===== config.mk =====
export PLATFORM = sky130hd
export DESIGN_NAME = line_editor_command_matcher
export DESIGN_NICKNAME = d
export VERILOG_FILES = /design/src/hdl/lecm_pkg.sv /design/src/hdl/line_editor_command_matcher.sv /design/src/hdl/lecm_edit.sv /design/src/hdl/lecm_emit.sv
export SDC_FILE = /design/constraint.sdc
export NUM_CORES = 1
export LEC_CHECK = 0
export BUFFER_PORTS_ARGS = -buffer_cell sky130_fd_sc_hd__buf_2
export CAP_MARGIN = 20
export CORE_ASPECT_RATIO = 1.5
export CORE_MARGIN = 3
export CORE_UTILIZATION = 30
export DETAILED_ROUTE_END_ITERATION = 8
export SETUP_SLACK_MARGIN = 0.5
export SLEW_MARGIN = 20
export SYNTH_ARGS = -nofsm -noshare
export SYNTH_HDL_FRONTEND = slang
export SYNTH_SLANG_ARGS = --single-unit

===== constraint.sdc =====
create_clock -name clk -period 2.93 [get_ports clk]
set_clock_uncertainty 0.2 [all_clocks]
set_input_delay 0.586 -clock clk [delete_from_list [all_inputs] [get_ports clk]]
set_output_delay 0.586 -clock clk [all_outputs]
set_load 0.02 [all_outputs]

===== src/hdl/lecm_pkg.sv =====
// ----------------------------------------------------------------------------
// lecm_pkg
// Shared types and constants for the console line editor and command matcher:
// character codes, the command table, and the item bundle passed between the
// edit stage and the result sequencer.
// ----------------------------------------------------------------------------
package lecm_pkg;

	// Character codes
	localparam logic [7:0] CH_BS    = 8'd8;
	localparam logic [7:0] CH_LF    = 8'd10;
	localparam logic [7:0] CH_CR    = 8'd13;
	localparam logic [7:0] CH_SPACE = 8'd32;
	localparam logic [7:0] CH_TILDE = 8'd126;
	localparam logic [7:0] CH_DEL   = 8'd127;

	// Full LED intensity
	localparam logic [7:0] LED_FULL = 8'd255;

	// Bundle operation codes
	localparam logic [1:0] OP_NONE  = 2'd0;
	localparam logic [1:0] OP_CHAR  = 2'd1;
	localparam logic [1:0] OP_ERASE = 2'd2;
	localparam logic [1:0] OP_LINE  = 2'd3;

	// Result beat indexes within one item
	localparam logic [1:0] BEAT_FIRST  = 2'd0;
	localparam logic [1:0] BEAT_SECOND = 2'd1;
	localparam logic [1:0] BEAT_THIRD  = 2'd2;

	// Command table: text padded to CMD_SLOTS bytes, length, color
	localparam int NUM_CMDS  = 5;
	localparam int CMD_SLOTS = 8;
	localparam int MM_W      = 3;

	localparam logic [7:0] CMD_TEXT [NUM_CMDS][CMD_SLOTS] = '{
		'{"L", "E", "D", "_", "O", "N", 8'h00, 8'h00},
		'{"L", "E", "D", "_", "O", "F", "F", 8'h00},
		'{"R", "E", "D", 8'h00, 8'h00, 8'h00, 8'h00, 8'h00},
		'{"G", "R", "E", "E", "N", 8'h00, 8'h00, 8'h00},
		'{"B", "L", "U", "E", 8'h00, 8'h00, 8'h00, 8'h00}
	};

	localparam logic [MM_W-1:0] CMD_LEN [NUM_CMDS] = '{
		3'd6, 3'd7, 3'd3, 3'd5, 3'd4
	};

	localparam logic [7:0] LVL_RED   [NUM_CMDS] = '{LED_FULL, 8'd0, LED_FULL, 8'd0, 8'd0};
	localparam logic [7:0] LVL_GREEN [NUM_CMDS] = '{LED_FULL, 8'd0, 8'd0, LED_FULL, 8'd0};
	localparam logic [7:0] LVL_BLUE  [NUM_CMDS] = '{LED_FULL, 8'd0, 8'd0, 8'd0, LED_FULL};

	// What one item asks of the result sequencer
	typedef struct packed {
		logic [1:0] op;
		logic [7:0] data;
		logic       led_write;
		logic [7:0] red;
		logic [7:0] green;
		logic [7:0] blue;
		logic       unknown;
	} bundle_t;

endpackage


===== src/hdl/line_editor_command_matcher.sv =====
// ----------------------------------------------------------------------------
// line_editor_command_matcher
// Console line editor with a fixed command matcher for an LED.
// ----------------------------------------------------------------------------
// Usage:
//   Items enter on item_valid/item_ready: kind 1 clears the line, kind 0
//   carries a received byte in rx_byte. Results leave on
//   result_valid/result_ready: echo characters, then on a completed line
//   an LED color write or the unknown_command flag; last marks the final
//   result of an item.
//   An accepted item waits in the input register until its bundle loads
//   the result register, which happens once that register is free; the
//   first result then stands on the outputs.
//   A printable byte gives one result, so while the receiver takes every
//   result items flow at one per cycle; erase and line end give three
//   results, one per cycle from the result register while result_ready holds.
//   Items that give no result pass without touching the result register.
//   While the receiver stalls, the current result holds and the input
//   register keeps one more item, after which item_ready drops.
//   Reset clears the line and empties both registers.
// ----------------------------------------------------------------------------
module line_editor_command_matcher #(
	parameter int LINE_CAPACITY = 64
) (
	input  logic       clk,
	input  logic       arst_n,
	input  logic       item_valid,
	output logic       item_ready,
	input  logic       kind,
	input  logic [7:0] rx_byte,
	output logic       result_valid,
	input  logic       result_ready,
	output logic       is_echo,
	output logic [7:0] echo_byte,
	output logic       led_write,
	output logic [7:0] led_red,
	output logic [7:0] led_green,
	output logic [7:0] led_blue,
	output logic       unknown_command,
	output logic       last
);

	logic              valid_s1;
	logic              kind_s1;
	logic [7:0]        rx_byte_s1;
	logic              advance;
	logic              free;
	lecm_pkg::bundle_t bundle;

	// Move the item on when it needs no result slot or the slot frees up
	assign advance    = valid_s1 && ((bundle.op == lecm_pkg::OP_NONE) || free);
	assign item_ready = !valid_s1 || advance;

	// Input register
	always_ff @(posedge clk or negedge arst_n) begin
		if (!arst_n) begin
			valid_s1 <= 1'b0;
		end else if (item_ready) begin
			valid_s1 <= item_valid;
		end
	end

	always_ff @(posedge clk) begin
		if (item_ready && item_valid) begin
			kind_s1    <= kind;
			rx_byte_s1 <= rx_byte;
		end
	end

	lecm_edit #(
		.LINE_CAPACITY (LINE_CAPACITY)
	) u_edit (
		.clk        (clk),
		.arst_n     (arst_n),
		.kind_s1    (kind_s1),
		.rx_byte_s1 (rx_byte_s1),
		.advance    (advance),
		.bundle     (bundle)
	);

	lecm_emit u_emit (
		.clk             (clk),
		.arst_n          (arst_n),
		.load            (advance && (bundle.op != lecm_pkg::OP_NONE)),
		.bundle          (bundle),
		.free            (free),
		.result_valid    (result_valid),
		.result_ready    (result_ready),
		.is_echo         (is_echo),
		.echo_byte       (echo_byte),
		.led_write       (led_write),
		.led_red         (led_red),
		.led_green       (led_green),
		.led_blue        (led_blue),
		.unknown_command (unknown_command),
		.last            (last)
	);

endmodule


===== src/hdl/lecm_edit.sv =====
// ----------------------------------------------------------------------------
// lecm_edit
// Line state and item decode. Tracks the line length and, for each command,
// how many leading characters of the line still agree with it, so that a
// line end resolves the match without reading back the stored text.
// ----------------------------------------------------------------------------
module lecm_edit #(
	parameter int LINE_CAPACITY = 64
) (
	input  logic                 clk,
	input  logic                 arst_n,
	input  logic                 kind_s1,
	input  logic [7:0]           rx_byte_s1,
	input  logic                 advance,
	output lecm_pkg::bundle_t    bundle
);

	localparam int LW = $clog2(LINE_CAPACITY);
	localparam logic [LW-1:0] LEN_FULL = LW'(LINE_CAPACITY - 1);

	logic [LW-1:0]             len_q;
	logic [LW-1:0]             len_d;
	logic [lecm_pkg::MM_W-1:0] mm_q [lecm_pkg::NUM_CMDS];
	logic [lecm_pkg::MM_W-1:0] mm_d [lecm_pkg::NUM_CMDS];

	// Decode the item, derive next line state and the result bundle
	always_comb begin
		logic          hit;
		logic [LW-1:0] len_m1;
		len_d  = len_q;
		mm_d   = mm_q;
		bundle = '0;
		bundle.op = lecm_pkg::OP_NONE;
		hit    = 1'b0;
		len_m1 = len_q - LW'(1);
		if (kind_s1) begin
			// receive overflow: drop the line
			len_d = '0;
			for (int i = 0; i < lecm_pkg::NUM_CMDS; i++) begin
				mm_d[i] = '0;
			end
		end else if (rx_byte_s1 inside {lecm_pkg::CH_CR, lecm_pkg::CH_LF}) begin
			if (len_q != '0) begin
				bundle.op = lecm_pkg::OP_LINE;
				// scan from the back so the first table entry wins
				for (int i = lecm_pkg::NUM_CMDS - 1; i >= 0; i--) begin
					if (len_q == LW'(lecm_pkg::CMD_LEN[i]) &&
					    mm_q[i] == lecm_pkg::CMD_LEN[i]) begin
						hit          = 1'b1;
						bundle.red   = lecm_pkg::LVL_RED[i];
						bundle.green = lecm_pkg::LVL_GREEN[i];
						bundle.blue  = lecm_pkg::LVL_BLUE[i];
					end
				end
				bundle.led_write = hit;
				bundle.unknown   = !hit;
				len_d = '0;
				for (int i = 0; i < lecm_pkg::NUM_CMDS; i++) begin
					mm_d[i] = '0;
				end
			end
		end else if (rx_byte_s1 inside {lecm_pkg::CH_BS, lecm_pkg::CH_DEL}) begin
			if (len_q != '0) begin
				bundle.op = lecm_pkg::OP_ERASE;
				len_d     = len_m1;
				// agreement can reach no further than the shortened line
				for (int i = 0; i < lecm_pkg::NUM_CMDS; i++) begin
					if (LW'(mm_q[i]) > len_m1) begin
						mm_d[i] = len_m1[lecm_pkg::MM_W-1:0];
					end
				end
			end
		end else if (rx_byte_s1 inside {[lecm_pkg::CH_SPACE:lecm_pkg::CH_TILDE]}) begin
			if (len_q != LEN_FULL) begin
				bundle.op   = lecm_pkg::OP_CHAR;
				bundle.data = rx_byte_s1;
				len_d       = len_q + LW'(1);
				// extend agreement when the new character continues the command
				for (int i = 0; i < lecm_pkg::NUM_CMDS; i++) begin
					if (LW'(mm_q[i]) == len_q &&
					    len_q < LW'(lecm_pkg::CMD_LEN[i]) &&
					    rx_byte_s1 == lecm_pkg::CMD_TEXT[i][mm_q[i]]) begin
						mm_d[i] = mm_q[i] + lecm_pkg::MM_W'(1);
					end
				end
			end
		end
	end

	// Advance the line state when the item leaves the input register
	always_ff @(posedge clk or negedge arst_n) begin
		if (!arst_n) begin
			len_q <= '0;
			for (int i = 0; i < lecm_pkg::NUM_CMDS; i++) begin
				mm_q[i] <= '0;
			end
		end else if (advance) begin
			len_q <= len_d;
			mm_q  <= mm_d;
		end
	end

endmodule


===== src/hdl/lecm_emit.sv =====
// ----------------------------------------------------------------------------
// lecm_emit
// Result register and beat sequencer. Holds one item's bundle and plays out
// its one or three results, the last one flagged.
// ----------------------------------------------------------------------------
module lecm_emit (
	input  logic              clk,
	input  logic              arst_n,
	input  logic              load,
	input  lecm_pkg::bundle_t bundle,
	output logic              free,
	output logic              result_valid,
	input  logic              result_ready,
	output logic              is_echo,
	output logic [7:0]        echo_byte,
	output logic              led_write,
	output logic [7:0]        led_red,
	output logic [7:0]        led_green,
	output logic [7:0]        led_blue,
	output logic              unknown_command,
	output logic              last
);

	lecm_pkg::bundle_t bundle_q;
	logic              valid_q;
	logic [1:0]        beat_q;
	logic              last_beat;
	logic              finish;

	assign last_beat    = (bundle_q.op == lecm_pkg::OP_CHAR) ||
	                      (beat_q == lecm_pkg::BEAT_THIRD);
	assign finish       = valid_q && result_ready && last_beat;
	assign free         = !valid_q || finish;
	assign result_valid = valid_q;
	assign last         = last_beat;

	// Select the fields of the current beat
	always_comb begin
		is_echo         = 1'b0;
		echo_byte       = '0;
		led_write       = 1'b0;
		led_red         = '0;
		led_green       = '0;
		led_blue        = '0;
		unknown_command = 1'b0;
		case (bundle_q.op)
			lecm_pkg::OP_CHAR: begin
				is_echo   = 1'b1;
				echo_byte = bundle_q.data;
			end
			lecm_pkg::OP_ERASE: begin
				is_echo   = 1'b1;
				echo_byte = (beat_q == lecm_pkg::BEAT_SECOND) ? lecm_pkg::CH_SPACE
				                                               : lecm_pkg::CH_BS;
			end
			lecm_pkg::OP_LINE: begin
				case (beat_q)
					lecm_pkg::BEAT_FIRST: begin
						is_echo   = 1'b1;
						echo_byte = lecm_pkg::CH_CR;
					end
					lecm_pkg::BEAT_SECOND: begin
						is_echo   = 1'b1;
						echo_byte = lecm_pkg::CH_LF;
					end
					default: begin
						led_write       = bundle_q.led_write;
						led_red         = bundle_q.red;
						led_green       = bundle_q.green;
						led_blue        = bundle_q.blue;
						unknown_command = bundle_q.unknown;
					end
				endcase
			end
			default: begin
				is_echo = 1'b0;
			end
		endcase
	end

	// Hold the bundle; step beats on each taken result
	always_ff @(posedge clk or negedge arst_n) begin
		if (!arst_n) begin
			valid_q <= 1'b0;
			beat_q  <= lecm_pkg::BEAT_FIRST;
		end else if (load) begin
			valid_q <= 1'b1;
			beat_q  <= lecm_pkg::BEAT_FIRST;
		end else if (finish) begin
			valid_q <= 1'b0;
			beat_q  <= lecm_pkg::BEAT_FIRST;
		end else if (valid_q && result_ready) begin
			beat_q <= beat_q + 2'd1;
		end
	end

	// Payload needs no reset
	always_ff @(posedge clk) begin
		if (load) begin
			bundle_q <= bundle;
		end
	end

endmodule


# After elaboration in Yosys (flattened, before gate mapping)
# Memory sizes are Yosys's and may differ from the RTL's.
# Cells that the tools add are included.
[word_totals] reg_bits=70 romBits=320 elab_cells=225 n_memories=5
[memory_table] memory="(name not given)" words=8 word_bits=8 read_ports=1 rd_clocked_by_memory_dff=0 wr=0 line_no="lecm_edit.sv:82" source="rx_byte_s1 == lecm_pkg::CMD_TEXT[i][mm_q[i]]) begin"
[memory_table] memory="(name not given)" words=8 word_bits=8 read_ports=1 rd_clocked_by_memory_dff=0 wr=0 line_no="lecm_edit.sv:82"
[memory_table] memory="(name not given)" words=8 word_bits=8 read_ports=1 rd_clocked_by_memory_dff=0 wr=0 line_no="lecm_edit.sv:82"
[memory_table] memory="(name not given)" words=8 word_bits=8 read_ports=1 rd_clocked_by_memory_dff=0 wr=0 line_no="lecm_edit.sv:82"
[memory_table] memory="(name not given)" words=8 word_bits=8 read_ports=1 rd_clocked_by_memory_dff=0 wr=0 line_no="lecm_edit.sv:82"
[classes] n_addsub=8 n_lt_le_gt_ge=17 eq_ne=37 muxes=78 n_bitwise=9 reduce_logical=53
[ops] op="$mux 8" n=19
[ops] op="$mux 15" n=7
[ops] op="$mux 24" n=3
[ops] op="$mux 26" n=2
[ops] op="$mux 6" n=8
[ops] op="$eq 8x8->1" n=5
[ops] op="$mux 36" n=1
[ops] op="$reduce_and 7->1" n=5
[ops] op="$eq 3x6->1" n=5
[ops] op="$gt 3x6->1" n=5
[ops] op="$mux 3" n=10
[ops] op="$reduce_bool 4->1" n=7
[ops] op="$eq 6x3->1 const B" n=4
[ops] op="$eq 8x4->1 const B" n=3
[ops] op="$lt 6x3->1 const B" n=4
[ops] op="$pmux 8 s3" n=1
[ops] op="$logic_and 1x1->1" n=21
[ops] op="$ge 4x4->1 const B" n=5
[ops] op="$ne 4x3->1 const B" n=5
[ops] op="$not 3->4" n=5
[ops] op="$mux 16" n=1
[ops] op="$add 3x1->3 const B" n=5
[ops] op="$mux 1" n=15
[ops] op="$mux 2" n=7
[ops] op="29 further kinds" n=49

# Depth between registers and ports, before layout
[logic_depth] ltp_word=19 ltp_mapped=11 depth_no_buf=9

# Hierarchy
# Synthesis repeated with hierarchy kept, for this count alone.
[unflattened] cells_unflattened=511 area_unflattened_um2=5227.5
[by_module_without_submodules] mod="lecm_edit" instances=1 cells_per_inst=384 area_per_inst_um2=3223.1 seq_area_each_um2=525.5
[by_module_without_submodules] mod="lecm_emit" instances=1 cells_per_inst=111 area_per_inst_um2=1664.1 seq_area_each_um2=1156.1
[by_module_without_submodules] mod="line_editor_command_matcher" instances=1 cells_per_inst=16 area_per_inst_um2=340.3 seq_area_each_um2=295.3

# Worst setup path before layout
# No wires, ideal clock.
[synth_path] kind="register -> register" start="reg u_edit.len_q[1]" end="reg u_emit.bundle_q[0] in the netlist's numbering, enable pin" arrival_time_ns=2.554 setup_slack_ns=-0.216 path_stages_with_launch=10 path_buffers=2 cell_sequence="dfrtp_1 > clkbuf_1 > inv_1 > ha_1 > clkbuf_1 > nor2b_1 > a21oi_1 > o21a_1 > o21ai_0 > a21oi_1"
[synth_lines] element="from (decl)" line_no="lecm_edit.sv:21" source="logic [LW-1:0] len_q;"
[synth_lines] element="from (signal assigned)" line_no="lecm_edit.sv:98" source="len_q <= len_d;"
[synth_lines] element="to (signal assigned)" line_no="lecm_emit.sv:100" source="bundle_q <= bundle;"
[synth_lines] element="to (decl)" line_no="lecm_emit.sv:24" source="lecm_pkg::bundle_t bundle_q;"

# Final worst setup path
[layout_path] start="reg rx_byte_s1[7]" end="out item_ready"
[layout_between] elab_chain_len=10
[layout_lines] element="from (decl)" line_no="line_editor_command_matcher.sv:45" source="logic [7:0] rx_byte_s1;"
[layout_lines] element="from (signal assigned)" line_no="line_editor_command_matcher.sv:66" source="rx_byte_s1 <= rx_byte;"
[layout_lines] element="$ge 8x6->1 or $le 8x7->1 (tied branches)" line_no="lecm_edit.sv:73" source="end else if (rx_byte_s1 inside {[lecm_pkg::CH_SPACE:lecm_pkg::CH_TILDE]}) begin"
[layout_lines] element="$logic_and 1x1->1" line_no="lecm_edit.sv:73"
[layout_lines] element="$mux 10" line_no="lecm_edit.sv:73"
[layout_lines] element="$mux 2" line_no="lecm_edit.sv:62" source="end else if (rx_byte_s1 inside {lecm_pkg::CH_BS, lecm_pkg::CH_DEL}) begin"
[layout_lines] element="$mux 2 *" line_no="lecm_edit.sv:42" source="end else if (rx_byte_s1 inside {lecm_pkg::CH_CR, lecm_pkg::CH_LF}) begin"
[layout_lines] element="$mux 36 *" line_no="lecm_edit.sv:36" source="if (kind_s1) begin"
[layout_lines] element="$logic_not 2->1 *" line_no="line_editor_command_matcher.sv:51" source="assign advance = valid_s1 && ((bundle.op == lecm_pkg::OP_NONE) || free);"
[layout_lines] element="$logic_or 1x1->1 *" line_no="line_editor_command_matcher.sv:51"
[layout_lines] element="$logic_and 1x1->1 *" line_no="line_editor_command_matcher.sv:51"
[layout_lines] element="$logic_or 1x1->1 *" line_no="line_editor_command_matcher.sv:52" source="assign item_ready = !valid_s1 || advance;"
[layout_lines] element="to (decl)" line_no="line_editor_command_matcher.sv:28" source="output logic item_ready,"
# Mark *: on every way between the ends. The rest lies on a longest branch, timed or not.

==> metrics.txt <==
status=finished clean; post-route DRC violation count=0; Worst path most repeated cell=buf_6; area of the mapped netlist=4423 µm²; WL met1=4994 µm; DRT Pass-1 Iters=4; nets=652; Fin. Hold Viols=0; Max Cap Violations=0; Final Max Tran Viols=0; CP Cell Sequence=or4b_4, a211oi_4, buf_6, nor4_4, o21ai_2, nor2_2, inv_2, buf_6; WP data arrival=2.08 ns; area grow syn2layout=38.64%; unrepaired setup endpoints after global routing=true; DR WL met2=7841 µm; number of synthesized flops with an enable pin=24; CTS Sinks=49; root buf cell=clkbuf_16; number of global-route vias before repair=4,376; HP Class=in2async; post-route ant nets=0; Worst-Margin Slew=0.8633 ns; design area=6132 µm²; critical-path maximum fanout=3; Setup violations, final=0; sequential power share=0.253; internal power=2.442 mW; peak supply drop=275.1 µV; # port buffers=50; Routability Congestion=0.9315; grt total ovfl=0; share of post-route cells with drive strength above 1=0.4179; synth top area cells=edfxtp_1, dfrtp_1, ha_1, buf_4, a21oi_1; Initial Util=0.3102; H-tree depth=2; DP HPWL=10,420 µm; placed inst area=5065 µm²; NetSw=1.807 mW; Post-synth ARST share=0.5102; Worst path top cell family by delay=simple AND/OR/NAND/NOR gates; Register-to-Register Setup Slack=0.08 ns; Synth Area in Adders=0.1386; slowest stage delay, CP=0.57 ns; crit path time final=2.866 ns; crit path launch type=register; library cells used by synthesis=76; register area=1353 µm²; crit path from=rx_byte_s1[7]$_DFFE_PP_; Synth Area in Simple Gates=0.2119; largest net degree at the start of global routing=26; metal3 WL=672 µm; insertion delay to the later sink of the worst-skew pair=0.30 ns; Initial DRC Count=273; Core Footprint=14,260 µm²; Final Power=4.249 mW; Synth top area share=0.1629; syn avg cell area=9.215 µm²; final wirelength=14,330 µm; R2R cell count=10; Tot GR Track Use=0.1743; count leader, synth=ha_1; Die Width=105.1 µm; ant diodes=0; area of the multi-input gates=3146 µm²; slowest CP cell=or4b_4; dpl ws=0.1308 ns; Ys Warns=0; post-synthesis register bit count=49; top cell types by occurrence after synthesis=ha_1, inv_1, a21oi_1, nor2_1, dfrtp_1; slew margin rel.=0.4200; std cell rows=53; top layer used by detailed routing=met4; Comb power frac=0.604; Worst path depth=8; Reg-to-Reg Start=rx_byte_s1[2]$_DFFE_PP_; I/O Pins=51; Pleak=2.657 nW; Sw Share=0.4253; ys flop type=dfrtp_1; register area share after synthesis=0.3044; clock slew at reported path FFs=0.07 ns; Pwr Density=692.9 nW/µm²; worst setup path end=item_ready; WL/cell=18.31 µm; clk buf depth=2; Buffers & Inverters on Critical Path=3; Post-Syn Nets=542; largest family of logic cells by synthesized area=simple AND/OR/NAND/NOR gates; Die H=154.7 µm; initial antenna violation count=0; XOR/XNOR Fraction of Synth Area=0.03960; Compound-Gate Fraction of Synth Area=0.1751; post-route setup slack=0.06383 ns; Clock Power Share=0.143; Filler cells=1,362; Req. time, crit path=2.14 ns; die area=16,270 µm²; TritonCTS clock tree=yes; biggest area consumer among synthesized cells=edfxtp_1; global-route wire length before repair=22,400 µm; final core utilization=0.4301; fmax=348.9 MHz; Vias=4,216; hold_buf cts=0; mux cell area share after synthesis=0.04385; end of the worst register-to-register path=u_edit.mm_q[7]$_DFFE_PN0P_; crit end category=primary output; CTS buffer count=5; critical path class=reg2out; Final Cycle Share=0.9782; drt via density=5.384; Post-Syn Instances=480
cell type report:
| cell class | count | share of cell area |
|---|---|---|
| multi-input combinational | 358 | 0.5130 |
| sequential | 49 | 0.2206 |
| timing repair buffer | 145 | 0.1834 |
| tap | 192 | 0.03918 |
| clock buffer | 5 | 0.02040 |
| inverter | 31 | 0.01938 |
| clock inverter | 3 | 0.004081 |
what timing repair did:
action                     in CTS  in global routing
pin swaps                      22                 20
setup buffers                  37                 17
setup endpoints to repair      65                 72
gates resized for setup        76                 41
power groups by stage:
stage / Clock, mW / Combinational (mW) / Sequential (mW)
finish: 0.606 / 2.57 / 1.08
global route: 0.641 / 2.82 / 1.10
CTS: 0.616 / 2.38 / 1.07
detailed placement: 0 / 1.95 / 1.09
global placement: 0 / 1.89 / 1.08
floorplan: 0 / 1.48 / 1.02
flip-flops by register name, summed over array words and instances, names as in the netlist:
register and flops:
kind_s1 1, rx_byte_s1 8, u_edit.len_q 6, u_edit.mm_q 15, u_emit.beat_q 2, u_emit.bundle_q 15
u_emit.result_valid 1, valid_s1 1
metal layers:
metal / global-route usage / vias to the layer above
li1: - / 1939
met1: 0.1678 / 2025
met2: 0.3330 / 190
met3: 0.02797 / 62
met4: 0.1201 / 0
met5: 0 / -
cells in the final DEF (no fill, tap or decap), types with 15 or more instances in the layout:
cell	synthesis	layout
edfxtp_1	24	24
buf_4	22	79
nor2_1	30	23
a21oi_1	30	28
nand3_1	16	15
inv_1	31	26
buf_6	2	21
buf_2	6	40
nand2_1	21	19
dfrtp_1	25	20
ha_1	49	39
worst reg2reg max path: cells and delay by family (launching register included):
family,cells,cell delay (ns)
compound gates,2,0.38
buf+inv,4,0.55
flops,1,0.41
mux,1,0.19
simple gates,3,1.04
metrics by stage:
| step | setup TNS [ns] | std cells | hold slack [ns] |
|---|---|---|---|
| 2_1_floorplan | 0 | 480 | 0.09041 |
| 3_3_place_gp | 0 | 721 | 0.3747 |
| 3_5_place_dp | 0 | 721 | 0.3717 |
| 4_1_cts | -0.003587 | 766 | 0.1337 |
| 5_1_grt | -0.01065 | 783 | 0.1576 |
| 6_report | 0 | 783 | 0.1184 |
worst min path at each step:
| stage | from | end | slack (ns) | cells after the start |
|---|---|---|---|---|
| 2_1_floorplan | arst_n | u_edit.len_q[0]$_DFFE_PN0P_ | 0.09 | 0 |
| 3_3_place_gp | u_edit.mm_q[12]$_DFFE_PN0P_ | u_edit.mm_q[12]$_DFFE_PN0P_ | 0.37 | 1 |
| 3_5_place_dp | u_edit.mm_q[13]$_DFFE_PN0P_ | u_edit.mm_q[13]$_DFFE_PN0P_ | 0.37 | 2 |
| 4_1_cts | arst_n | u_edit.mm_q[6]$_DFFE_PN0P_ | 0.13 | 1 |
| 5_1_grt | arst_n | u_edit.mm_q[11]$_DFFE_PN0P_ | 0.16 | 1 |
| 6_report | arst_n | u_edit.mm_q[11]$_DFFE_PN0P_ | 0.12 | 1 |
kinds of logic after synthesis:
kind of cell	after synthesis
AOI/OAI and AO/OA	107
xor gates and xnor gates	20
adders and majority gates	49
buffers and inverters	73
DFF	49
muxes	18
other	1
and+or+nand+nor	163
Power figures use the tool's default switching activity.
